--- config.mk ---
export PLATFORM = sky130hd
export DESIGN_NAME = uart_transceiver_8n1
export DESIGN_NICKNAME = d
export VERILOG_FILES = /design/src/design/uart8n1_pkg.sv /design/src/design/uart_transceiver_8n1.sv
export SDC_FILE = /design/constraint.sdc
export NUM_CORES = 1
export LEC_CHECK = 0
export ABC_AREA = 1
export BUFFER_PORTS_ARGS = -buffer_cell sky130_fd_sc_hd__buf_2
export CAP_MARGIN = 25
export CORE_ASPECT_RATIO = 0.75
export CORE_MARGIN = 1
export CORE_UTILIZATION = 35
export DETAILED_ROUTE_END_ITERATION = 10
export GPL_TIMING_DRIVEN = 0
export SLEW_MARGIN = 10
export SYNTH_ARGS = -nofsm -noshare
export SYNTH_HDL_FRONTEND = slang
export SYNTH_SLANG_ARGS = --single-unit
--- constraint.sdc ---
create_clock -name clk -period 4.2 [get_ports clk]
set_input_delay 1.26 -clock clk [delete_from_list [all_inputs] [get_ports clk]]
set_output_delay 1.26 -clock clk [all_outputs]
set_load 0.05 [all_outputs]
--- src/design/uart8n1_pkg.sv ---
// Package with shared types and constants of the 8N1 serial transceiver.
`timescale 1ns / 1ps

package uart8n1_pkg;

	localparam int unsigned DATA_BITS = 8;
	localparam int unsigned PERIOD_W  = 16;
	localparam int unsigned INDEX_W   = 4;

	localparam logic [PERIOD_W-1:0] PERIOD_RESET = 16'd104;

	// Transmit frame positions: start bit, first data bit, last shifted and last data bit, stop bit, done.
	localparam logic [INDEX_W-1:0] TX_IDX_START     = 4'd0;
	localparam logic [INDEX_W-1:0] TX_IDX_FIRST     = 4'd1;
	localparam logic [INDEX_W-1:0] TX_IDX_LAST_SHIFT = 4'd7;
	localparam logic [INDEX_W-1:0] TX_IDX_LAST_DATA = 4'd8;
	localparam logic [INDEX_W-1:0] TX_IDX_STOP      = 4'd9;
	localparam logic [INDEX_W-1:0] TX_IDX_DONE      = 4'd10;

	// Receive positions: half-period wait, then the data bits.
	localparam logic [INDEX_W-1:0] RX_IDX_HALF  = 4'd0;
	localparam logic [INDEX_W-1:0] RX_IDX_FIRST = 4'd1;
	localparam logic [INDEX_W-1:0] RX_IDX_LAST  = 4'd8;

	typedef struct packed {
		logic                 tx_level;
		logic                 tx_busy;
		logic                 recv_valid;
		logic [DATA_BITS-1:0] recv_byte;
	} result_t;

endpackage

--- src/design/uart_transceiver_8n1.sv ---
// Top level of the 8N1 serial transceiver: tick-driven transmitter and receiver.
// Throughput: one request per cycle while in_stall is low; the bit timers are plain
// counters updated on each accept. The result for an accepted request is registered.
// An output register plus one skid entry let a request be taken while a result waits.
// Reset (arst_n low, asynchronous) idles both directions, sets the bit period to 104
// ticks, marks the receive line as high and empties the output stage.
`timescale 1ns / 1ps

module uart_transceiver_8n1 (
	input  logic        clk,
	input  logic        arst_n,

	// Configuration: bit period in ticks.
	input  logic        cfg_wr_en,
	input  logic [15:0] cfg_wr_data,

	// Request channel: one timebase tick.
	input  logic        in_valid,
	output logic        in_stall,
	input  logic        rx_level,
	input  logic        send_valid,
	input  logic [7:0]  send_byte,

	// Result channel.
	output logic        out_valid,
	input  logic        out_stall,
	output logic        tx_level,
	output logic        tx_busy,
	output logic        recv_valid,
	output logic [7:0]  recv_byte
);

	localparam int unsigned PW = uart8n1_pkg::PERIOD_W;
	localparam int unsigned IW = uart8n1_pkg::INDEX_W;
	localparam int unsigned DW = uart8n1_pkg::DATA_BITS;

	// Configuration register.
	logic [PW-1:0] bit_period_q;

	// Transmitter state.
	logic          tx_active_q;
	logic [DW-1:0] tx_shift_q;
	logic [IW-1:0] tx_bit_q;
	logic [PW-1:0] tx_timer_q;

	// Receiver state.
	logic          rx_active_q;
	logic [DW-1:0] rx_shift_q;
	logic [IW-1:0] rx_bit_q;
	logic [PW-1:0] rx_timer_q;
	logic          rx_prev_q;

	// Output register and skid entry.
	logic                  out_v_q;
	uart8n1_pkg::result_t  out_q;
	logic                  skid_v_q;
	uart8n1_pkg::result_t  skid_q;

	// Next-state values for one tick.
	logic          tx_active_d;
	logic [DW-1:0] tx_shift_d;
	logic [IW-1:0] tx_bit_d;
	logic [PW-1:0] tx_timer_d;
	logic          rx_active_d;
	logic [DW-1:0] rx_shift_d;
	logic [IW-1:0] rx_bit_d;
	logic [PW-1:0] rx_timer_d;
	logic          tx_level_d;
	logic          recv_valid_d;
	logic [DW-1:0] recv_byte_d;
	uart8n1_pkg::result_t res_d;

	logic [PW-1:0] period;
	logic [PW:0]   tx_count;
	logic [PW:0]   rx_count;
	logic [PW:0]   rx_target;
	logic          accept;
	logic          take;

	// A zero period behaves as a period of one tick.
	assign period = (bit_period_q == '0) ? {{(PW-1){1'b0}}, 1'b1} : bit_period_q;

	assign tx_count  = {1'b0, tx_timer_q} + {{PW{1'b0}}, 1'b1};
	assign rx_count  = {1'b0, rx_timer_q} + {{PW{1'b0}}, 1'b1};
	// The first wait after the falling edge is half a period, so sampling lands mid-bit.
	assign rx_target = (rx_bit_q == uart8n1_pkg::RX_IDX_HALF) ?
		{2'b00, period[PW-1:1]} : {1'b0, period};

	// Transmitter: advance the current bit, then pick up a new byte if idle.
	always_comb begin
		tx_active_d = tx_active_q;
		tx_shift_d  = tx_shift_q;
		tx_bit_d    = tx_bit_q;
		tx_timer_d  = tx_timer_q;
		if (tx_active_q) begin
			if (tx_count >= {1'b0, period}) begin
				tx_timer_d = '0;
				// The shift register holds the bit on the line in bit 0.
				if (tx_bit_q >= uart8n1_pkg::TX_IDX_FIRST &&
				    tx_bit_q <= uart8n1_pkg::TX_IDX_LAST_SHIFT) begin
					tx_shift_d = tx_shift_q >> 1;
				end
				tx_bit_d = tx_bit_q + {{(IW-1){1'b0}}, 1'b1};
				if (tx_bit_d >= uart8n1_pkg::TX_IDX_DONE) begin
					tx_active_d = 1'b0;
					tx_bit_d    = uart8n1_pkg::TX_IDX_START;
				end
			end else begin
				tx_timer_d = tx_count[PW-1:0];
			end
		end
		// The tick that ends the stop bit may already start the next frame.
		if (!tx_active_d && send_valid) begin
			tx_active_d = 1'b1;
			tx_shift_d  = send_byte;
			tx_bit_d    = uart8n1_pkg::TX_IDX_START;
			tx_timer_d  = '0;
		end
	end

	// Receiver: wait half a period after the edge, then sample one bit per period.
	always_comb begin
		rx_active_d = rx_active_q;
		rx_shift_d  = rx_shift_q;
		rx_bit_d    = rx_bit_q;
		rx_timer_d  = rx_timer_q;
		recv_valid_d = 1'b0;
		recv_byte_d  = '0;
		if (rx_active_q) begin
			if (rx_count >= rx_target) begin
				rx_timer_d = '0;
				if (rx_bit_q >= uart8n1_pkg::RX_IDX_FIRST) begin
					rx_shift_d = {rx_level, rx_shift_q[DW-1:1]};
					if (rx_bit_q >= uart8n1_pkg::RX_IDX_LAST) begin
						recv_valid_d = 1'b1;
						recv_byte_d  = rx_shift_d;
						rx_active_d  = 1'b0;
						rx_bit_d     = uart8n1_pkg::RX_IDX_HALF;
					end else begin
						rx_bit_d = rx_bit_q + {{(IW-1){1'b0}}, 1'b1};
					end
				end else begin
					rx_bit_d = uart8n1_pkg::RX_IDX_FIRST;
				end
			end else begin
				rx_timer_d = rx_count[PW-1:0];
			end
		end else if (rx_prev_q && !rx_level) begin
			// Falling edge while idle: the start bit begins.
			rx_active_d = 1'b1;
			rx_bit_d    = uart8n1_pkg::RX_IDX_HALF;
			rx_timer_d  = '0;
		end
	end

	// Transmit line level after this tick; the stop bit and idle line are high.
	always_comb begin
		tx_level_d = 1'b1;
		if (tx_active_d) begin
			if (tx_bit_d == uart8n1_pkg::TX_IDX_START) begin
				tx_level_d = 1'b0;
			end else if (tx_bit_d <= uart8n1_pkg::TX_IDX_LAST_DATA) begin
				tx_level_d = tx_shift_d[0];
			end
		end
	end

	assign res_d = '{tx_level: tx_level_d, tx_busy: tx_active_d,
		recv_valid: recv_valid_d, recv_byte: recv_byte_d};

	// Handshake: a request is refused only while the skid entry is occupied.
	assign in_stall = skid_v_q;
	assign accept   = in_valid && !in_stall;
	assign take     = out_v_q && !out_stall;

	always_ff @(posedge clk or negedge arst_n) begin
		if (!arst_n) begin
			bit_period_q <= uart8n1_pkg::PERIOD_RESET;
		end else if (cfg_wr_en) begin
			bit_period_q <= cfg_wr_data;
		end
	end

	always_ff @(posedge clk or negedge arst_n) begin
		if (!arst_n) begin
			tx_active_q <= 1'b0;
			tx_shift_q  <= '0;
			tx_bit_q    <= uart8n1_pkg::TX_IDX_START;
			tx_timer_q  <= '0;
			rx_active_q <= 1'b0;
			rx_shift_q  <= '0;
			rx_bit_q    <= uart8n1_pkg::RX_IDX_HALF;
			rx_timer_q  <= '0;
			rx_prev_q   <= 1'b1;
		end else if (accept) begin
			tx_active_q <= tx_active_d;
			tx_shift_q  <= tx_shift_d;
			tx_bit_q    <= tx_bit_d;
			tx_timer_q  <= tx_timer_d;
			rx_active_q <= rx_active_d;
			rx_shift_q  <= rx_shift_d;
			rx_bit_q    <= rx_bit_d;
			rx_timer_q  <= rx_timer_d;
			rx_prev_q   <= rx_level;
		end
	end

	// Output stage valid bits.
	always_ff @(posedge clk or negedge arst_n) begin
		if (!arst_n) begin
			out_v_q  <= 1'b0;
			skid_v_q <= 1'b0;
		end else if (take || !out_v_q) begin
			out_v_q  <= skid_v_q || accept;
			skid_v_q <= 1'b0;
		end else if (accept) begin
			skid_v_q <= 1'b1;
		end
	end

	// Output stage payload; an older result in the skid entry always goes first.
	always_ff @(posedge clk) begin
		if (take || !out_v_q) begin
			out_q <= skid_v_q ? skid_q : res_d;
		end else if (accept) begin
			skid_q <= res_d;
		end
	end

	assign out_valid  = out_v_q;
	assign tx_level   = out_q.tx_level;
	assign tx_busy    = out_q.tx_busy;
	assign recv_valid = out_q.recv_valid;
	assign recv_byte  = out_q.recv_byte;

`ifndef SYNTH
	// The skid entry only fills behind a held result.
	a_skid_behind_out: assert property (@(posedge clk) disable iff (!arst_n)
		skid_v_q |-> out_v_q)
		else $error("skid entry valid while output register empty");

	// The transmitter never runs past its stop bit.
	a_tx_index_range: assert property (@(posedge clk) disable iff (!arst_n)
		tx_bit_q <= uart8n1_pkg::TX_IDX_STOP)
		else $error("transmit bit index out of range");

	// The receiver never runs past its last data bit.
	a_rx_index_range: assert property (@(posedge clk) disable iff (!arst_n)
		rx_bit_q <= uart8n1_pkg::RX_IDX_LAST)
		else $error("receive bit index out of range");

	// An idle transmitter sits at the start of a frame with a cleared timer.
	a_tx_idle_clean: assert property (@(posedge clk) disable iff (!arst_n)
		!tx_active_q |-> (tx_bit_q == uart8n1_pkg::TX_IDX_START && tx_timer_q == '0))
		else $error("idle transmitter holds stale position");

	// A result reporting an idle transmitter must show a high line.
	a_idle_line_high: assert property (@(posedge clk) disable iff (!arst_n)
		(out_v_q && !out_q.tx_busy) |-> out_q.tx_level)
		else $error("transmit line low while transmitter idle");
`endif

endmodule

==> summary.txt, run 1 <==
CTS
  • CTS tree: built
  • Clk slew on worst S/H paths: approximately 0.070 ns
  • Root Buffer: clkbuf_16
  • Clock Latency Late Sink: between 0.3 and 0.4 ns
  • Clock sink total: between 90 and 100
  • Deepest clock path buffer count: 2
  • CTS Buf Count: 9
  • H-tree level count: 3

Floorplanning
  • Die X: ~150 µm
  • Die Y: 115.3 µm
  • Die Footprint: 17630 µm²
  • IO Pins: 44
  • Rows: between 40 and 50
  • Initial cell density of the core: 0.3568
  • Core area: roughly 17000 µm²

Layout
  • Layout cell share with drive strength beyond 1: 0.1381
  • Final #Nets: 849
  • Design Area, Final: roughly 6800 µm²
  • Diodes inserted: 0
  • Area growth syn-to-layout: 13.25%
  • Most frequent cells in the layout: nand2_1 (185), inv_1 (97), dfrtp_1 (72), o21ai_0 (50), buf_2 (46)
  • Most common cell after layout, fill and taps aside: nand2_1

Hold path
  • Worst hold path class: reg -> reg

STA
  • Minimum clock period: 3.804 ns
  • Final Hold Fails: 0
  • Slew @ Worst Pin: 0.9879 ns
  • Worst slew margin: 0.3389
  • RSZ-0062 raised after global routing: false
  • Fin crit share: 0.9058
  • # setup viols final: 0
  • Fmax: between 0.2 and 0.3 GHz
  • Fin. max-slew vios: 0
  • Post-Route Skew: 0.007974 ns
  • Final TNS setup: 0 ns

Power and ir drop
  • Leakage: 3.265 nW
  • Share of power burned in combinational logic: 0.326
  • Net switching share of the total power: 0.3755
  • Clock power frac: 0.264
  • Power Density: approximately 450 nW/µm²
  • Switching pwr: ~1.1 mW
  • Peak supply drop: 0.2483 mV
  • Sequential power share: 0.410
  • Int Pwr: roughly 1.9 mW

Setup path
  • Buf/Inv on CP: 1
  • Required time of the worst setup path: 4.42 ns
  • Crit path max-delay family: simple AND/OR/NAND/NOR gates
  • CP Max Fanout: 10
  • Crit end category: flip-flop
  • WP data arrival: 4.03 ns
  • Most numerous cell on the critical path: nand2_1
  • Critical path type: reg -> reg
  • Worst Setup Start Kind: flip-flop
  • CP peak stage delay: 0.47 ns
  • Critical-path top delay cell: dfrtp_1
  • Crit path cell chain: nand3_1, nor3_2, nand3_1, nor3_2, nand4_1, nor3_1, xor2_1, inv_1, ha_1, nand3_1, a21oi_1, nor2_1, nand3_4, nand2_4, a21oi_4, nand2_1, nand3_1, nand2_1, nand2_1, nand2_1, nand2_1

Synth
  • #FFs+latches synth: 98
  • Netlist cell types: 46
  • Mapped Area: 5986 µm²
  • Post-synth net total: ~790
  • Post-Synthesis Cells: approximately 720
  • Yosys Warn Count: 0
  • Share of the yosys chip area belonging to registers: 0.4289
  • Syn avg cell area: ~8.3 µm²

GRT
  • First-pass GRT wire length: ~23000 µm
  • Number of global-route vias before repair: between 4k and 5k
  • Initial antenna violation count: 0
  • GRT overflow: 0
  • Largest net degree at the start of global routing: between 40 and 50
  • GRT Util Overall: 0.1615

Route
  • M1 WL: about 6900 µm
  • DRC Markers: 0
  • Top Layer Used: met4
  • Initial DRT Pass Iterations: 5
  • Vias: between 4k and 5k
  • Wirelength per Cell: between 10 and 15 µm
  • Post-route ant nets: 0
  • Total Wirelength: ~13000 µm
  • Starting DRT DRC Count: ~220
  • Detailed-routed wire length on met2: between 5000 and 6000 µm
  • Via count normalized by instance count: ~4.7
  • Met3 WL: roughly 370 µm

Placed design
  • Post-DP Area: roughly 6500 µm²
  • Port Buffers: 43
  • Final HPWL DP: a little under 10000 µm
  • Routability cong.: just over 0.8

Status
  • Status: finished, final reports clean

Run
  • Max Cap Viol: 0
==> sequential cells by signal, summed over array words and instances (netlist names), 4 cells and up <==
| name | flops |
|---|---|
| tx_timer_q | 16 |
| tx_bit_q | 4 |
| tx_shift_q | 8 |
| recv_byte | 8 |
| rx_shift_q | 7 |
| rx_timer_q | 16 |
| skid_q | 11 |
| rx_bit_q | 4 |
| bit_period_q | 16 |
==> worst paths after layout <==
kind                              endpoint          start  cells past startpoint  slack [ns]
max                               tx_level  tx_timer_q[0]                     21        0.40
min                          rx_shift_q[5]  rx_shift_q[5]                      2        0.49
max reg2reg                       tx_level  tx_timer_q[0]                     21        0.40
min reg2reg                  rx_shift_q[5]  rx_shift_q[5]                      2        0.49
max in group asynchronous  bit_period_q[6]         arst_n                      2        2.71
min in group asynchronous         in_stall         arst_n                      1        0.84
==> layout make-up <==
cell class / instances / area, µm²
clock buffer: 9 / 225.2
clock inverter: 7 / 51.30
sequential: 98 / 2567
multi-input combinational: 503 / 2932
buffer: 20 / 110.1
inverter: 101 / 379.1
fill: 1712 / 9996
timing repair buffer: 44 / 245.2
tap: 215 / 269.0
==> worst reg2reg max path: cells and delay by family (launching register included) <==
kind | cells | cell delay (ns)
AND/OR/NAND/NOR | 16 | 2.17
adder cells (fa/ha/maj) | 1 | 0.32
buffers and inverters | 1 | 0.08
XOR/XNOR | 1 | 0.24
flip-flops | 1 | 0.47
AO/OA/AOI/OAI | 2 | 0.40
==> layer usage <==
| layer | GRT usage | up-vias |
|---|---|---|
| met1 | 0.2320 | 2160 |
| met2 | 0.2462 | 55 |
| met5 | 0 | - |
| li1 | - | 2498 |
| met3 | 0.03392 | 15 |
| met4 | 0.04377 | 0 |
==> power groups by stage <==
stage / Clock [mW] / Sequential, mW / Combinational [mW]
after global placement: 0 / 1.25 / 0.973
after CTS: 0.819 / 1.24 / 0.995
after detailed placement: 0 / 1.25 / 0.992
after floorplan: 0 / 1.28 / 0.714
after global routing: 0.848 / 1.26 / 1.16
final: 0.798 / 1.24 / 0.983
==> repair_timing <==
item                       in CTS  in global routing
hold buffers                    0                  0
setup buffers                   0                  0
setup endpoints to repair       0                  2
gates resized for setup         0                  1
==> Yosys cell counts, drive strengths merged <==
cell	n	area [µm²]
a211oi	1	7.510
a21o	1	7.510
a21oi	21	131.4
a31oi	9	56.30
a32o	3	30.03
buf	10	72.57
clkbuf	10	37.54
dfrtp	72	1802
dfstp	4	105.1
edfxtp	22	660.6
ha	41	513.0
inv	101	379.1
nand2	191	752.0
nand3	34	217.7
nand3b	6	45.04
nand4	20	137.6
nor2	52	232.7
nor3	8	60.06
nor3b	2	20.02
nor4	2	18.77
o211ai	1	7.510
o21ai	65	336.6
o21bai	2	15.01
o22ai	18	112.6
o41ai	1	8.760
xnor2	1	8.760
xor2	24	210.2
==> through the flow <==
stage	power, mW	util	hold slack, ns	worst slack, ns	instances
after floorplan	1.991	-	0.4550	1.039	722
after global placement	2.226	0.3857	0.4667	0.4747	980
after detailed placement	2.246	0.3875	0.4690	0.4585	981
after CTS	3.051	0.4040	0.4876	0.4092	997
after global routing	3.261	0.4041	0.5176	0.0006652	997
final	3.018	0.4041	0.4880	0.3956	997
==> cell families after synthesis <==
logic type                 Yosys count  synth area share
and+or+nand+nor                    315            0.2479
AOI/OAI and AO/OA                  122            0.1191
buffers and inverters              121           0.08173
DFF                                 98            0.4289
adders and majority gates           41           0.08570
xor gates and xnor gates            25           0.03658
(Power assumes the default switching activity.)
==> run 2, diff against run 1 <==
Settings changed: CORE_UTILIZATION 35 to 30, SKIP_LAST_GASP set to 1.
Clock period 4.2 ns to 3.9 ns, I/O delays scaled along.
==> run 2 against run 1 <==
Die area rose by 16%; final area rose by 3.8%; register-to-register slack got worse by 0.18 ns; fmax rose by 3.2%; first-iteration DRC count rose by 26%; count of clock-buffer cells in the layout did not move; largest power group unchanged; highest routed layer unchanged.
==> summary.txt, run 2 (same netlist as run 1, synthesis figures left out) <==
Layout
  • Diodes inserted: 0
  • Most frequent cells in the layout: nand2_1 (181), inv_1 (97), dfrtp_1 (72), o21ai_0 (49), buf_2 (46)
  • Layout cell share with drive strength beyond 1: 0.1673
  • Design Area, Final: 7037 µm²
  • Top flop regs: bit_period_q: 16 flops, rx_timer_q: 16 flops, tx_timer_q: 16 flops
  • Area growth syn-to-layout: 17.56%
  • Most common cell after layout, fill and taps aside: nand2_1
  • Finished Layout Cells: roughly 1.0k
  • Final #Nets: roughly 860
  • Number of fill cells: about 2k

STA
  • Fmax: between 0.2 and 0.3 GHz
  • Slew @ Worst Pin: approximately 0.64 ns
  • Final TNS setup: 0 ns
  • Post-Route Skew: between 0.01 and 0.015 ns
  • Worst slew margin: 0.5759
  • Fin. max-slew vios: 0
  • # setup viols final: 0
  • Final Hold Fails: 0
  • Fin crit share: 0.9452
  • Minimum clock period: 3.686 ns

Placed design
  • Final HPWL DP: 10340 µm
  • Port Buffers: 43
  • Routability cong.: just over 0.8
  • Placed Cells incl. Taps: roughly 1k
  • Post-DP Area: roughly 6500 µm²

CTS
  • Clock Latency Late Sink: 0.36 ns
  • Root Buffer: clkbuf_16
  • CTS Buf Count: 9
  • Clk slew on worst S/H paths: roughly 0.07 ns
  • CTS tree: built
  • Clock sink total: 98
  • H-tree level count: 3
  • Deepest clock path buffer count: 2

Floorplanning
  • Initial cell density of the core: 0.3080
  • Die Y: roughly 120 µm
  • Die X: ~170 µm
  • IO Pins: 44
  • Die Footprint: between 20000 and 25000 µm²
  • Rows: 44
  • Core area: roughly 19000 µm²

Power and ir drop
  • Peak supply drop: 0.1861 mV
  • Power Density: between 400 and 500 nW/µm²
  • Final Power: ~3.4 mW
  • Leakage: 3.397 nW

Route
  • Vias: just under 5k
  • Top Layer Used: met4
  • Via count normalized by instance count: 4.621
  • M1 WL: 7291 µm
  • DRC Markers: 0
  • Met3 WL: roughly 480 µm
  • Initial DRT Pass Iterations: 4
  • Post-route ant nets: 0
  • Starting DRT DRC Count: roughly 270
  • Total Wirelength: approximately 14000 µm
  • Detailed-routed wire length on met2: just under 6000 µm
  • Wirelength per Cell: approximately 13 µm

Setup path
  • Crit end category: flip-flop
  • WP data arrival: about 3.8 ns
  • Required time of the worst setup path: 4.01 ns
  • Critical path type: reg -> reg
  • Worst Setup Start Kind: flip-flop
  • CP Max Fanout: 5

GRT
  • Number of global-route vias before repair: between 4k and 5k
  • GRT overflow: 0
  • First-pass GRT wire length: roughly 23000 µm
  • Largest net degree at the start of global routing: 54
  • GRT Util Overall: 0.1385
  • Initial antenna violation count: 0

Hold path
  • Worst hold path class: reg -> reg

Status
  • Status: finished, final reports clean

Run
  • Max Cap Viol: 0
run 2: changes by cell type in the layout (fill, tap and decap cells not counted), sizes merged:
cell | before | now
nand3 | 34 | 35
bufinv | 0 | 1
buf | 54 | 66
clkinv | 4 | 0
inv | 103 | 106
run 2: layer usage:
layer,global-route usage,vias to the layer above
met3,0.02864,9
met4,0.03076,0
met5,0,-
met2,0.1994,78
met1,0.2096,2229
li1,-,2527
run 2: worst max-delay path: stages, from the launching register on:
cell      delay (ns)
dfrtp_1         0.41
nand3_2         0.13
nor3_4          0.23
nand3_2         0.12
nor3_4          0.22
nand4_1         0.23
nor3_2          0.26
xor2_1          0.21
inv_1           0.11
ha_4            0.25
nand3_1         0.07
a21oi_1         0.05
nor2_2          0.21
nand3_4         0.17
buf_4           0.18
nand3b_1        0.09
nand2_1         0.09
nand2_2         0.07
nand3_1         0.08
nand2_1         0.07
nand2_1         0.07
nand2_1         0.06
nand2_1         0.05
run 2: power by group:
group / leakage, nW / switching (mW) / internal, mW
combinational: 2.05 / 0.713 / 0.402
sequential: 1.19 / 0.116 / 1.21
clock: 0.154 / 0.442 / 0.518
total: 3.40 / 1.27 / 2.13
run 2: layout make-up:
class                   instances  area [µm²]  share of cell area
clock inverters                 7       91.34             0.01298
repair buffers                 56       335.3             0.04765
plain buffers                  20       110.1             0.01565
clock buffers                   9       225.2             0.03201
multi-input cells             504        3012              0.4280
flip-flops and latches         98        2567              0.3649
well taps                     253       316.6             0.04499
inverters                     101       379.1             0.05388
run 2: metrics by stage:
stage	hold slack [ns]	utilization	setup slack [ns]
2_1_floorplan	0.4550	-	0.7388
3_3_place_gp	0.4659	0.3354	0.1968
3_5_place_dp	0.4678	0.3369	0.1730
4_1_cts	0.4874	0.3532	0.1634
5_1_grt	0.5136	0.3621	-0.02469
6_report	0.4829	0.3621	0.2138
run 2: repair_timing:
item / in CTS / in global routing
hold buffers: 0 / 0
setup buffers: 0 / 11
resized for setup: 0 / 16
endpoints found under the setup margin: 0 / 19
run 2: final timing paths:
check / endpoint / depth (start not counted) / startpoint / slack [ns]
worst max-delay path: tx_level / 22 / tx_timer_q[2] / 0.21
worst min-delay path: rx_shift_q[5] / 2 / rx_shift_q[5] / 0.48
worst max register to register: tx_level / 22 / tx_timer_q[2] / 0.21
worst min register to register: rx_shift_q[5] / 2 / rx_shift_q[5] / 0.48
max in group asynchronous: rx_prev_q / 2 / arst_n / 2.55
min in group asynchronous: tx_shift_q[6] / 1 / arst_n / 0.72
